## src/rtl/core/xxh64_pkg.sv

```systemverilog
// xxh64_pkg: constants, command and status types, rotate helper for the xxh64 digest
// used by xxh64_ctrl, xxh64_dp and xxhash64_stream_digest; no dependencies
package xxh64_pkg;

    localparam logic [63:0] PRIME1 = 64'h9E3779B185EBCA87;
    localparam logic [63:0] PRIME2 = 64'hC2B2AE3D27D4EB4F;
    localparam logic [63:0] PRIME3 = 64'h165667B19E3779F9;
    localparam logic [63:0] PRIME4 = 64'h85EBCA77C2B2AE63;
    localparam logic [63:0] PRIME5 = 64'h27D4EB2F165667C5;

    localparam int LANES = 4;
    localparam int STRIPE_BYTES = 32;

    localparam logic [63:0] ACC0_INIT = PRIME1 + PRIME2;
    localparam logic [63:0] ACC1_INIT = PRIME2;
    localparam logic [63:0] ACC2_INIT = 64'd0;
    localparam logic [63:0] ACC3_INIT = 64'd0 - PRIME1;

    typedef enum logic [4:0] {
        OP_NONE       = 5'd0,
        OP_ABSORB     = 5'd1,
        OP_LD_LANE    = 5'd2,
        OP_LD_W8      = 5'd3,
        OP_LD_W4      = 5'd4,
        OP_LD_B       = 5'd5,
        OP_LD_ACC     = 5'd6,
        OP_MUL        = 5'd7,
        OP_MID_ACC    = 5'd8,
        OP_MID_ZERO   = 5'd9,
        OP_ACC_WR     = 5'd10,
        OP_INIT_LONG  = 5'd11,
        OP_INIT_SHORT = 5'd12,
        OP_ADD_LEN    = 5'd13,
        OP_XOR_LD     = 5'd14,
        OP_XOR_ROT    = 5'd15,
        OP_P_ADD      = 5'd16,
        OP_H_SHR      = 5'd17,
        OP_P_SHR      = 5'd18,
        OP_FINAL      = 5'd19
    } op_t;

    typedef enum logic [2:0] {
        K_ZERO = 3'd0,
        K_P1   = 3'd1,
        K_P2   = 3'd2,
        K_P3   = 3'd3,
        K_P4   = 3'd4,
        K_P5   = 3'd5
    } kc_t;

    typedef struct packed {
        op_t        op;
        kc_t        kc;
        logic [1:0] step;
        logic [5:0] amt;
        logic [3:0] adv;
    } cmd_t;

    typedef struct packed {
        logic [4:0] fill;
        logic [4:0] pos;
        logic [1:0] lane;
        logic       long_msg;
    } stat_t;

    function automatic logic [63:0] rotl64(input logic [63:0] x, input logic [5:0] r);
        logic [127:0] w;
        begin
            w = {x, x} << r;
            return w[127:64];
        end
    endfunction

endpackage

```

## src/rtl/core/xxh64_ctrl.sv

```systemverilog
// xxh64_ctrl: sequencer for absorb, stripe rounds, merge, tail folding and avalanche
// depends on xxh64_pkg; issues cmd_t to xxh64_dp and owns both handshakes
module xxh64_ctrl
    import xxh64_pkg::*;
(
    input  logic  clk,
    input  logic  rst_n,
    input  logic  in_valid,
    output logic  in_ready,
    input  logic  byte_valid,
    input  logic  last,
    output logic  out_valid,
    input  logic  out_ready,
    input  stat_t stat,
    output cmd_t  cmd
);

    typedef enum logic [37:0] {
        S_IDLE   = 38'd1 << 0,
        S_LD     = 38'd1 << 1,
        S_M1     = 38'd1 << 2,
        S_MID    = 38'd1 << 3,
        S_M2     = 38'd1 << 4,
        S_WR     = 38'd1 << 5,
        F_INIT   = 38'd1 << 6,
        F_LD     = 38'd1 << 7,
        F_M1     = 38'd1 << 8,
        F_MID    = 38'd1 << 9,
        F_M2     = 38'd1 << 10,
        F_X      = 38'd1 << 11,
        F_M3     = 38'd1 << 12,
        F_ADD    = 38'd1 << 13,
        F_LEN    = 38'd1 << 14,
        F_SEL    = 38'd1 << 15,
        T8_LD    = 38'd1 << 16,
        T8_M1    = 38'd1 << 17,
        T8_MID   = 38'd1 << 18,
        T8_M2    = 38'd1 << 19,
        T8_X     = 38'd1 << 20,
        T8_M3    = 38'd1 << 21,
        T8_ADD   = 38'd1 << 22,
        T4_LD    = 38'd1 << 23,
        T4_M1    = 38'd1 << 24,
        T4_X     = 38'd1 << 25,
        T4_M2    = 38'd1 << 26,
        T4_ADD   = 38'd1 << 27,
        T1_LD    = 38'd1 << 28,
        T1_M1    = 38'd1 << 29,
        T1_X     = 38'd1 << 30,
        T1_M2    = 38'd1 << 31,
        T1_ADD   = 38'd1 << 32,
        A_X1     = 38'd1 << 33,
        A_M1     = 38'd1 << 34,
        A_X2     = 38'd1 << 35,
        A_M2     = 38'd1 << 36,
        A_DONE   = 38'd1 << 37
    } state_t;

    state_t     state_reg, state_next;
    logic [1:0] mstep_reg, mstep_next;
    logic       pend_reg, pend_next;
    logic       ovalid_reg, ovalid_next;
    logic       is_mul;
    logic       mul_done;
    logic       lane_last;
    logic [5:0] fill6;
    logic [5:0] pos6;

    assign mul_done  = (mstep_reg == 2'd2);
    assign lane_last = (stat.lane == 2'd3);
    assign fill6     = {1'b0, stat.fill};
    assign pos6      = {1'b0, stat.pos};
    assign in_ready  = (state_reg == S_IDLE);
    assign out_valid = ovalid_reg;

    always_comb
    begin
        state_next  = state_reg;
        pend_next   = pend_reg;
        ovalid_next = ovalid_reg && !out_ready;
        is_mul      = 1'b0;
        cmd         = '{op: OP_NONE, kc: K_ZERO, step: mstep_reg, amt: 6'd0, adv: 4'd0};
        unique case (state_reg)
            S_IDLE:
            begin
                if (in_valid)
                begin
                    pend_next = last;
                    if (byte_valid)
                    begin
                        cmd.op = OP_ABSORB;
                        if (stat.fill == 5'd31)
                            state_next = S_LD;
                        else if (last)
                            state_next = F_INIT;
                    end
                    else if (last)
                        state_next = F_INIT;
                end
            end
            S_LD:   begin cmd.op = OP_LD_LANE; state_next = S_M1; end
            S_M1:   begin is_mul = 1'b1; cmd.kc = K_P2; if (mul_done) state_next = S_MID; end
            S_MID:  begin cmd.op = OP_MID_ACC; state_next = S_M2; end
            S_M2:   begin is_mul = 1'b1; cmd.kc = K_P1; if (mul_done) state_next = S_WR; end
            S_WR:
            begin
                cmd.op = OP_ACC_WR;
                if (!lane_last)
                    state_next = S_LD;
                else if (pend_reg)
                    state_next = F_INIT;
                else
                    state_next = S_IDLE;
            end
            F_INIT:
            begin
                if (stat.long_msg)
                begin
                    cmd.op     = OP_INIT_LONG;
                    state_next = F_LD;
                end
                else
                begin
                    cmd.op     = OP_INIT_SHORT;
                    state_next = F_LEN;
                end
            end
            F_LD:   begin cmd.op = OP_LD_ACC; state_next = F_M1; end
            F_M1:   begin is_mul = 1'b1; cmd.kc = K_P2; if (mul_done) state_next = F_MID; end
            F_MID:  begin cmd.op = OP_MID_ZERO; state_next = F_M2; end
            F_M2:   begin is_mul = 1'b1; cmd.kc = K_P1; if (mul_done) state_next = F_X; end
            F_X:    begin cmd.op = OP_XOR_LD; state_next = F_M3; end
            F_M3:   begin is_mul = 1'b1; cmd.kc = K_P1; if (mul_done) state_next = F_ADD; end
            F_ADD:
            begin
                cmd.op     = OP_P_ADD;
                cmd.kc     = K_P4;
                state_next = lane_last ? F_LEN : F_LD;
            end
            F_LEN:  begin cmd.op = OP_ADD_LEN; state_next = F_SEL; end
            F_SEL:
            begin
                if (pos6 + 6'd8 <= fill6)
                    state_next = T8_LD;
                else if (pos6 + 6'd4 <= fill6)
                    state_next = T4_LD;
                else if (pos6 < fill6)
                    state_next = T1_LD;
                else
                    state_next = A_X1;
            end
            T8_LD:  begin cmd.op = OP_LD_W8; state_next = T8_M1; end
            T8_M1:  begin is_mul = 1'b1; cmd.kc = K_P2; if (mul_done) state_next = T8_MID; end
            T8_MID: begin cmd.op = OP_MID_ZERO; state_next = T8_M2; end
            T8_M2:  begin is_mul = 1'b1; cmd.kc = K_P1; if (mul_done) state_next = T8_X; end
            T8_X:   begin cmd.op = OP_XOR_ROT; cmd.amt = 6'd27; state_next = T8_M3; end
            T8_M3:  begin is_mul = 1'b1; cmd.kc = K_P1; if (mul_done) state_next = T8_ADD; end
            T8_ADD:
            begin
                cmd.op     = OP_P_ADD;
                cmd.kc     = K_P4;
                cmd.adv    = 4'd8;
                state_next = F_SEL;
            end
            T4_LD:  begin cmd.op = OP_LD_W4; state_next = T4_M1; end
            T4_M1:  begin is_mul = 1'b1; cmd.kc = K_P1; if (mul_done) state_next = T4_X; end
            T4_X:   begin cmd.op = OP_XOR_ROT; cmd.amt = 6'd23; state_next = T4_M2; end
            T4_M2:  begin is_mul = 1'b1; cmd.kc = K_P2; if (mul_done) state_next = T4_ADD; end
            T4_ADD:
            begin
                cmd.op     = OP_P_ADD;
                cmd.kc     = K_P3;
                cmd.adv    = 4'd4;
                state_next = F_SEL;
            end
            T1_LD:  begin cmd.op = OP_LD_B; state_next = T1_M1; end
            T1_M1:  begin is_mul = 1'b1; cmd.kc = K_P5; if (mul_done) state_next = T1_X; end
            T1_X:   begin cmd.op = OP_XOR_ROT; cmd.amt = 6'd11; state_next = T1_M2; end
            T1_M2:  begin is_mul = 1'b1; cmd.kc = K_P1; if (mul_done) state_next = T1_ADD; end
            T1_ADD:
            begin
                cmd.op     = OP_P_ADD;
                cmd.kc     = K_ZERO;
                cmd.adv    = 4'd1;
                state_next = F_SEL;
            end
            A_X1:   begin cmd.op = OP_H_SHR; cmd.amt = 6'd33; state_next = A_M1; end
            A_M1:   begin is_mul = 1'b1; cmd.kc = K_P2; if (mul_done) state_next = A_X2; end
            A_X2:   begin cmd.op = OP_P_SHR; cmd.amt = 6'd29; state_next = A_M2; end
            A_M2:   begin is_mul = 1'b1; cmd.kc = K_P3; if (mul_done) state_next = A_DONE; end
            A_DONE:
            begin
                // wait until the output register is free
                if (!ovalid_reg || out_ready)
                begin
                    cmd.op      = OP_FINAL;
                    ovalid_next = 1'b1;
                    pend_next   = 1'b0;
                    state_next  = S_IDLE;
                end
            end
            default: state_next = S_IDLE;
        endcase
        if (is_mul)
            cmd.op = OP_MUL;
        mstep_next = (is_mul && !mul_done) ? mstep_reg + 2'd1 : 2'd0;
    end

    always_ff @(posedge clk or negedge rst_n)
    begin
        if (!rst_n)
        begin
            state_reg  <= S_IDLE;
            mstep_reg  <= '0;
            pend_reg   <= 1'b0;
            ovalid_reg <= 1'b0;
        end
        else
        begin
            state_reg  <= state_next;
            mstep_reg  <= mstep_next;
            pend_reg   <= pend_next;
            ovalid_reg <= ovalid_next;
        end
    end

endmodule

```

## config.mk

```make
export PLATFORM = sky130hd
export DESIGN_NAME = xxh64_ctrl
export DESIGN_NICKNAME = d
export VERILOG_FILES = /design/src/rtl/core/xxh64_pkg.sv /design/src/rtl/core/xxh64_ctrl.sv
export SDC_FILE = /design/constraint.sdc
export NUM_CORES = 1
export LEC_CHECK = 0
export BUFFER_PORTS_ARGS = -buffer_cell sky130_fd_sc_hd__buf_2
export CORE_AREA = 8 8 84 101
export DETAILED_ROUTE_END_ITERATION = 16
export DIE_AREA = 0 0 92 109
export PLACE_DENSITY = 0.69
export SYNTH_ARGS = -nofsm -noshare
export SYNTH_HDL_FRONTEND = slang
export SYNTH_SLANG_ARGS = --single-unit
```

## constraint.sdc

```tcl
create_clock -name clk -period 3.4 [get_ports clk]
set_input_delay 0.51 -clock clk [delete_from_list [all_inputs] [get_ports clk]]
set_output_delay 0.51 -clock clk [all_outputs]
set_load 0.02 [all_outputs]
```

-- Word level (Yosys, flattened, before mapping)
Index checks and enable logic that the tools add are counted.
W data, S select, Z words.
- register bits after elaboration: 42
- bits in latches: 0
- bits in writable memories: 0
- memory bits (read-only): 0
- output and inout bits: 22
- word-level logic and storage cells: 128
- memories kept: 0
- add/sub/neg operators: 3
- multipliers: 0
- divide/modulo/power cells: 0
- $lt $le $gt $ge: 3
- eq/ne operators: 57
- shift-type cells: 0
- muxes and demuxes: 43
- bitwise logic cells: 0
- reduce and logical (&&, ||, !) cells: 18
- operators by type and width (cell ; count):
    $pmux W38 S35 ; 1
    $mux W38 ; 19
    $mux W34 ; 3
    $pmux W5 S17 ; 1
    $eq A38 B1 Y1 const B ; 1
    $eq A38 B10 Y1 const B ; 1
    $eq A38 B11 Y1 const B ; 1
    $eq A38 B12 Y1 const B ; 1
    $eq A38 B13 Y1 const B ; 1
    $eq A38 B14 Y1 const B ; 1
    $eq A38 B15 Y1 const B ; 1
    $eq A38 B16 Y1 const B ; 1
    $eq A38 B17 Y1 const B ; 1
    $eq A38 B18 Y1 const B ; 1
    $eq A38 B19 Y1 const B ; 1
    $eq A38 B2 Y1 const B ; 1
    $eq A38 B20 Y1 const B ; 1
    $eq A38 B21 Y1 const B ; 1
    $eq A38 B22 Y1 const B ; 1
    $eq A38 B23 Y1 const B ; 1
    $eq A38 B24 Y1 const B ; 1
    $eq A38 B25 Y1 const B ; 1
    $eq A38 B26 Y1 const B ; 1
    $eq A38 B27 Y1 const B ; 1
    other kinds (48) ; 80

-- Longest topological paths before layout
- depth in word-level cells: 5
- depth in mapped cells: 12

-- Worst setup path before layout
Ideal clock, no wire load.
- path type: reg-to-output
- start point: register state_reg[21]
- end point: output port cmd[15] (netlist bit)
- data arrival time: 2675 ps
- required time: 2890 ps
- path slack: 215 ps
- stages on the path, launching flop included: 8
- cells stage by stage: dfrtp_1 > buf_6 > or4_4 > nor4_4 > nand3_1 > nor4_4 > nand3_1 > nand4_1
- RTL lines (item ; line ; RTL):
    start, declared ; xxh64_ctrl.sv:59 ; state_t state_reg, state_next;
    start signal, assigned ; xxh64_ctrl.sv:220 ; state_reg <= state_next;
    end, declared ; xxh64_ctrl.sv:15 ; output cmd_t cmd

==> results.toml <==
[setup_path]
r2r_slack_ns = 0.22
path_max_fanout = 7
worst-path-buf-inv = 1
criticalPathCategory = "register to output port"
ff2ff_path_depth = 10
critPathTopFamily = "simple AND/OR/NAND/NOR gates"
crit_path_frequent_cell = "nand4_1"
max_stage_delay_ns = 0.64
cp.arrival_ns = 2.85
worst-endpoint-required_ns = 2.89
r2r_end = "state_reg[11]"
cp_slowest_cell = "or4_1"
worstReg2RegStart = "state_reg[7]"
cp-end-kind = "output port"
crit_path_start_kind = "register"
cp_cell_sequence = "nor4_2 > nand4_1 > or4_1 > nand3_1 > or3b_4 > nor2_1 > nand4_1 > buf_2"

[place]
dp.cells = 522
pre_cts_ws_ns = 0.0469
io_buffers = 39
dpl_cell_area_sq_um = 3810
routabilityCongestion = 0.963
hpwl_um = 7890

[die]
core_sq_um = 6980
die_h_um = 109
ios = 41
rows = 34
die-area_sq_um = 10000
start_util_pct = 47.7
die_x_um = 92

[logic_synthesis]
synth_top_cell_by_area = "dfrtp_1"
synth_cells = 378
synth.avg_cell_area_sq_um = 8.80
yosysUniqueCellTypes = 64
syn_nets = 410
synth.most_common_cell = "dfrtp_1"
synth_edf_count = 0
ys.flop_type = "dfrtp_1"
synth_area_sq_um = 3330
ys_warn_count = 0
netlist_top_cells_count = "41 x dfrtp_1, 32 x nor2_1, 25 x nor3_1"
yosys-top-cells-area = "dfrtp_1 31%, ha_1 4.5%, nor3_1 3.8%"
ys_async_sr_fraction_pct = 100
synth_seq_area_share_pct = 31.6
ys_ff_latch = 42
synth_top_cell_area_share_pct = 30.8

[timing]
fin_ws_ns = 0.0395
finalCriticalPeriod_ns = 3.36
fmax_ghz = 0.298
hold_viol = 0
period_share_pct = 98.8
setup_viol = 0
slew_headroom_pct = 34.2
clock_skew_ns = 0.0117
rsz0062_at_grt = "yes"
tightest_slew_ns = 0.986
slew_viol_final = 0

[clock_tree]
cts_inserted_buffers = 5
cts_tree = "done"
cts_max_path_buffers = 2
htreeDepth = 2
cts_root_buf = "clkbuf_8"
path_clk_slew_ns = 0.09
clock_latency_ns = 0.31
cts.sinks = 42

[drt]
remaining_drc_errors = 0
drt_iter0_drc = 327
via_count = 3430
avgViaCountPerCell = 6.32
drtAntennaViolNets = 0
routed_wl_um = 10400
wire_per_inst_um = 19.1
drt-pass1-iter-count = 5

[pwr]
internal-power_mw = 1.17
p_sw_share_pct = 43.0
power_density_nw_per_um2 = 490
power_frac_comb_pct = 55.3
p_total_mw = 2.06
leakage_nw = 2.14
ir_drop_v = 0.000391
seq_power_share_pct = 27.3
power_frac_clock_pct = 17.4
p_switching_mw = 0.884

[grt]
grt_first_pass_wirelength_um = 16600
overflow = 0
grt_pass1_vias = 3359
antenna_found_initial = 0
grt_max_degree = 43
track_usage_pct = 20.6

[layout]
antennaDiodeCount = 0
finalInstanceArea_sq_um = 4200
layoutNonFillerInstCount = 543
area_delta_synth_final_pct = 26.2
largest_register_ffs = 38
nets = 484
post-route-util_pct = 60.2
drive_gt1_share_pct = 33.8

[min_path]
hold_path_class = "input port to asynchronous set/reset pin"

[status]
status = "finished clean"

[run]
drv_cap = 0
-- final cells by class --
| cell class | count | area (sq um) |
|---|---|---|
| Fill cell | 629 | 2780 |
| Timing Repair Buffer | 93 | 619 |
| Inverter | 19 | 71.3 |
| Clock buffer | 6 | 82.6 |
| Clock inverter | 2 | 12.5 |
| Tap cell | 90 | 113 |
| Sequential cell | 42 | 1060 |
| Multi-Input combinational cell | 291 | 2240 |
-- cells by family (layout without fill, tap and decap cells) --
logic type	Yosys count	count (layout)	share of synthesized area, %
other	1	1	0.113
AOI/OAI and AO/OA	52	52	11.5
muxes	3	3	0.977
and+or+nand+nor	211	211	41.4
buffers and inverters	45	120	6.39
xor gates and xnor gates	11	11	2.89
DFF	42	42	31.6
adders and majority gates	13	13	5.11
-- per-layer routing --
layer | wire, um | part of all wire (%) | global-route usage (%) | up-vias
met1 | 4200 | 40 | 24.0 | 1657
met5 | 0 | 0 | 0 | -
met2 | 5190 | 50 | 35.6 | 151
met3 | 615 | 5.9 | 4.13 | 34
met4 | 383 | 3.7 | 9.92 | 0
li1 | - | - | - | 1588
-- power groups by stage --
stage          Clock, mW  Combinational, mW  Sequential [mW]
2_1_floorplan          0              0.701            0.551
3_3_place_gp           0              0.987            0.563
3_5_place_dp           0              0.997            0.564
4_1_cts            0.363               1.03            0.558
5_1_grt            0.387               1.23            0.564
6_report           0.358               1.14            0.561
-- placed cells by master (no fill, tap or decap), types with 3 or more instances in the layout --
cell type  synthesis  routed
nor4_2             8       6
inv_1             18      18
ha_1              12      12
or4b_2             5       5
nor4_1            15      10
a32o_1             3       3
nor3b_1            5       5
and3_1             4       3
nand3b_1           4       4
a21o_1            13      13
nand3_1           12      11
nor3_1            25      24
clkbuf_8           0       6
nor4b_1            9       9
xor2_1             5       5
a21oi_1            8       8
dfrtp_1           41      36
buf_2              2      38
o22ai_1            4       4
nand4_1           19      19
nor4_4             3      10
and4b_1            3       3
or4_1             13       7
or3_1              5       5
nand2_1           17      17
nand2b_1           6       6
o21ai_0            6       6
nor2_1            32      32
or2_2              4       4
dfrtp_2            0       5
or4_4              1       7
nand4b_1           8       8
buf_4              3      53
xnor2_1            6       6
-- worst max path at each step --
stage                        from       to  slack, ns  cells after the start
floorplan           state_reg[21]  cmd[15]       0.22                      7
global placement    state_reg[16]  cmd[18]       0.09                      9
detailed placement  state_reg[16]  cmd[16]       0.05                      8
CTS                 state_reg[16]  cmd[18]       0.01                     10
global route        state_reg[24]  cmd[16]       -0.1                      8
finish              state_reg[24]  cmd[17]       0.04                      8
-- metrics by stage --
stage	hold slack, ns	TNS (ns)
3_3_place_gp	0.433	0
3_5_place_dp	0.443	0
6_report	0.343	0
2_1_floorplan	0.214	0
4_1_cts	0.396	0
5_1_grt	0.423	-0.328
-- repair_timing --
action	4_1_cts	5_1_grt
setup endpoints to repair	8	8
hold buffers	0	0
pin swaps	1	13
cloned	0	1
buffers inserted	2	10
resized for setup	14	23
(Power assumes the default switching activity.)
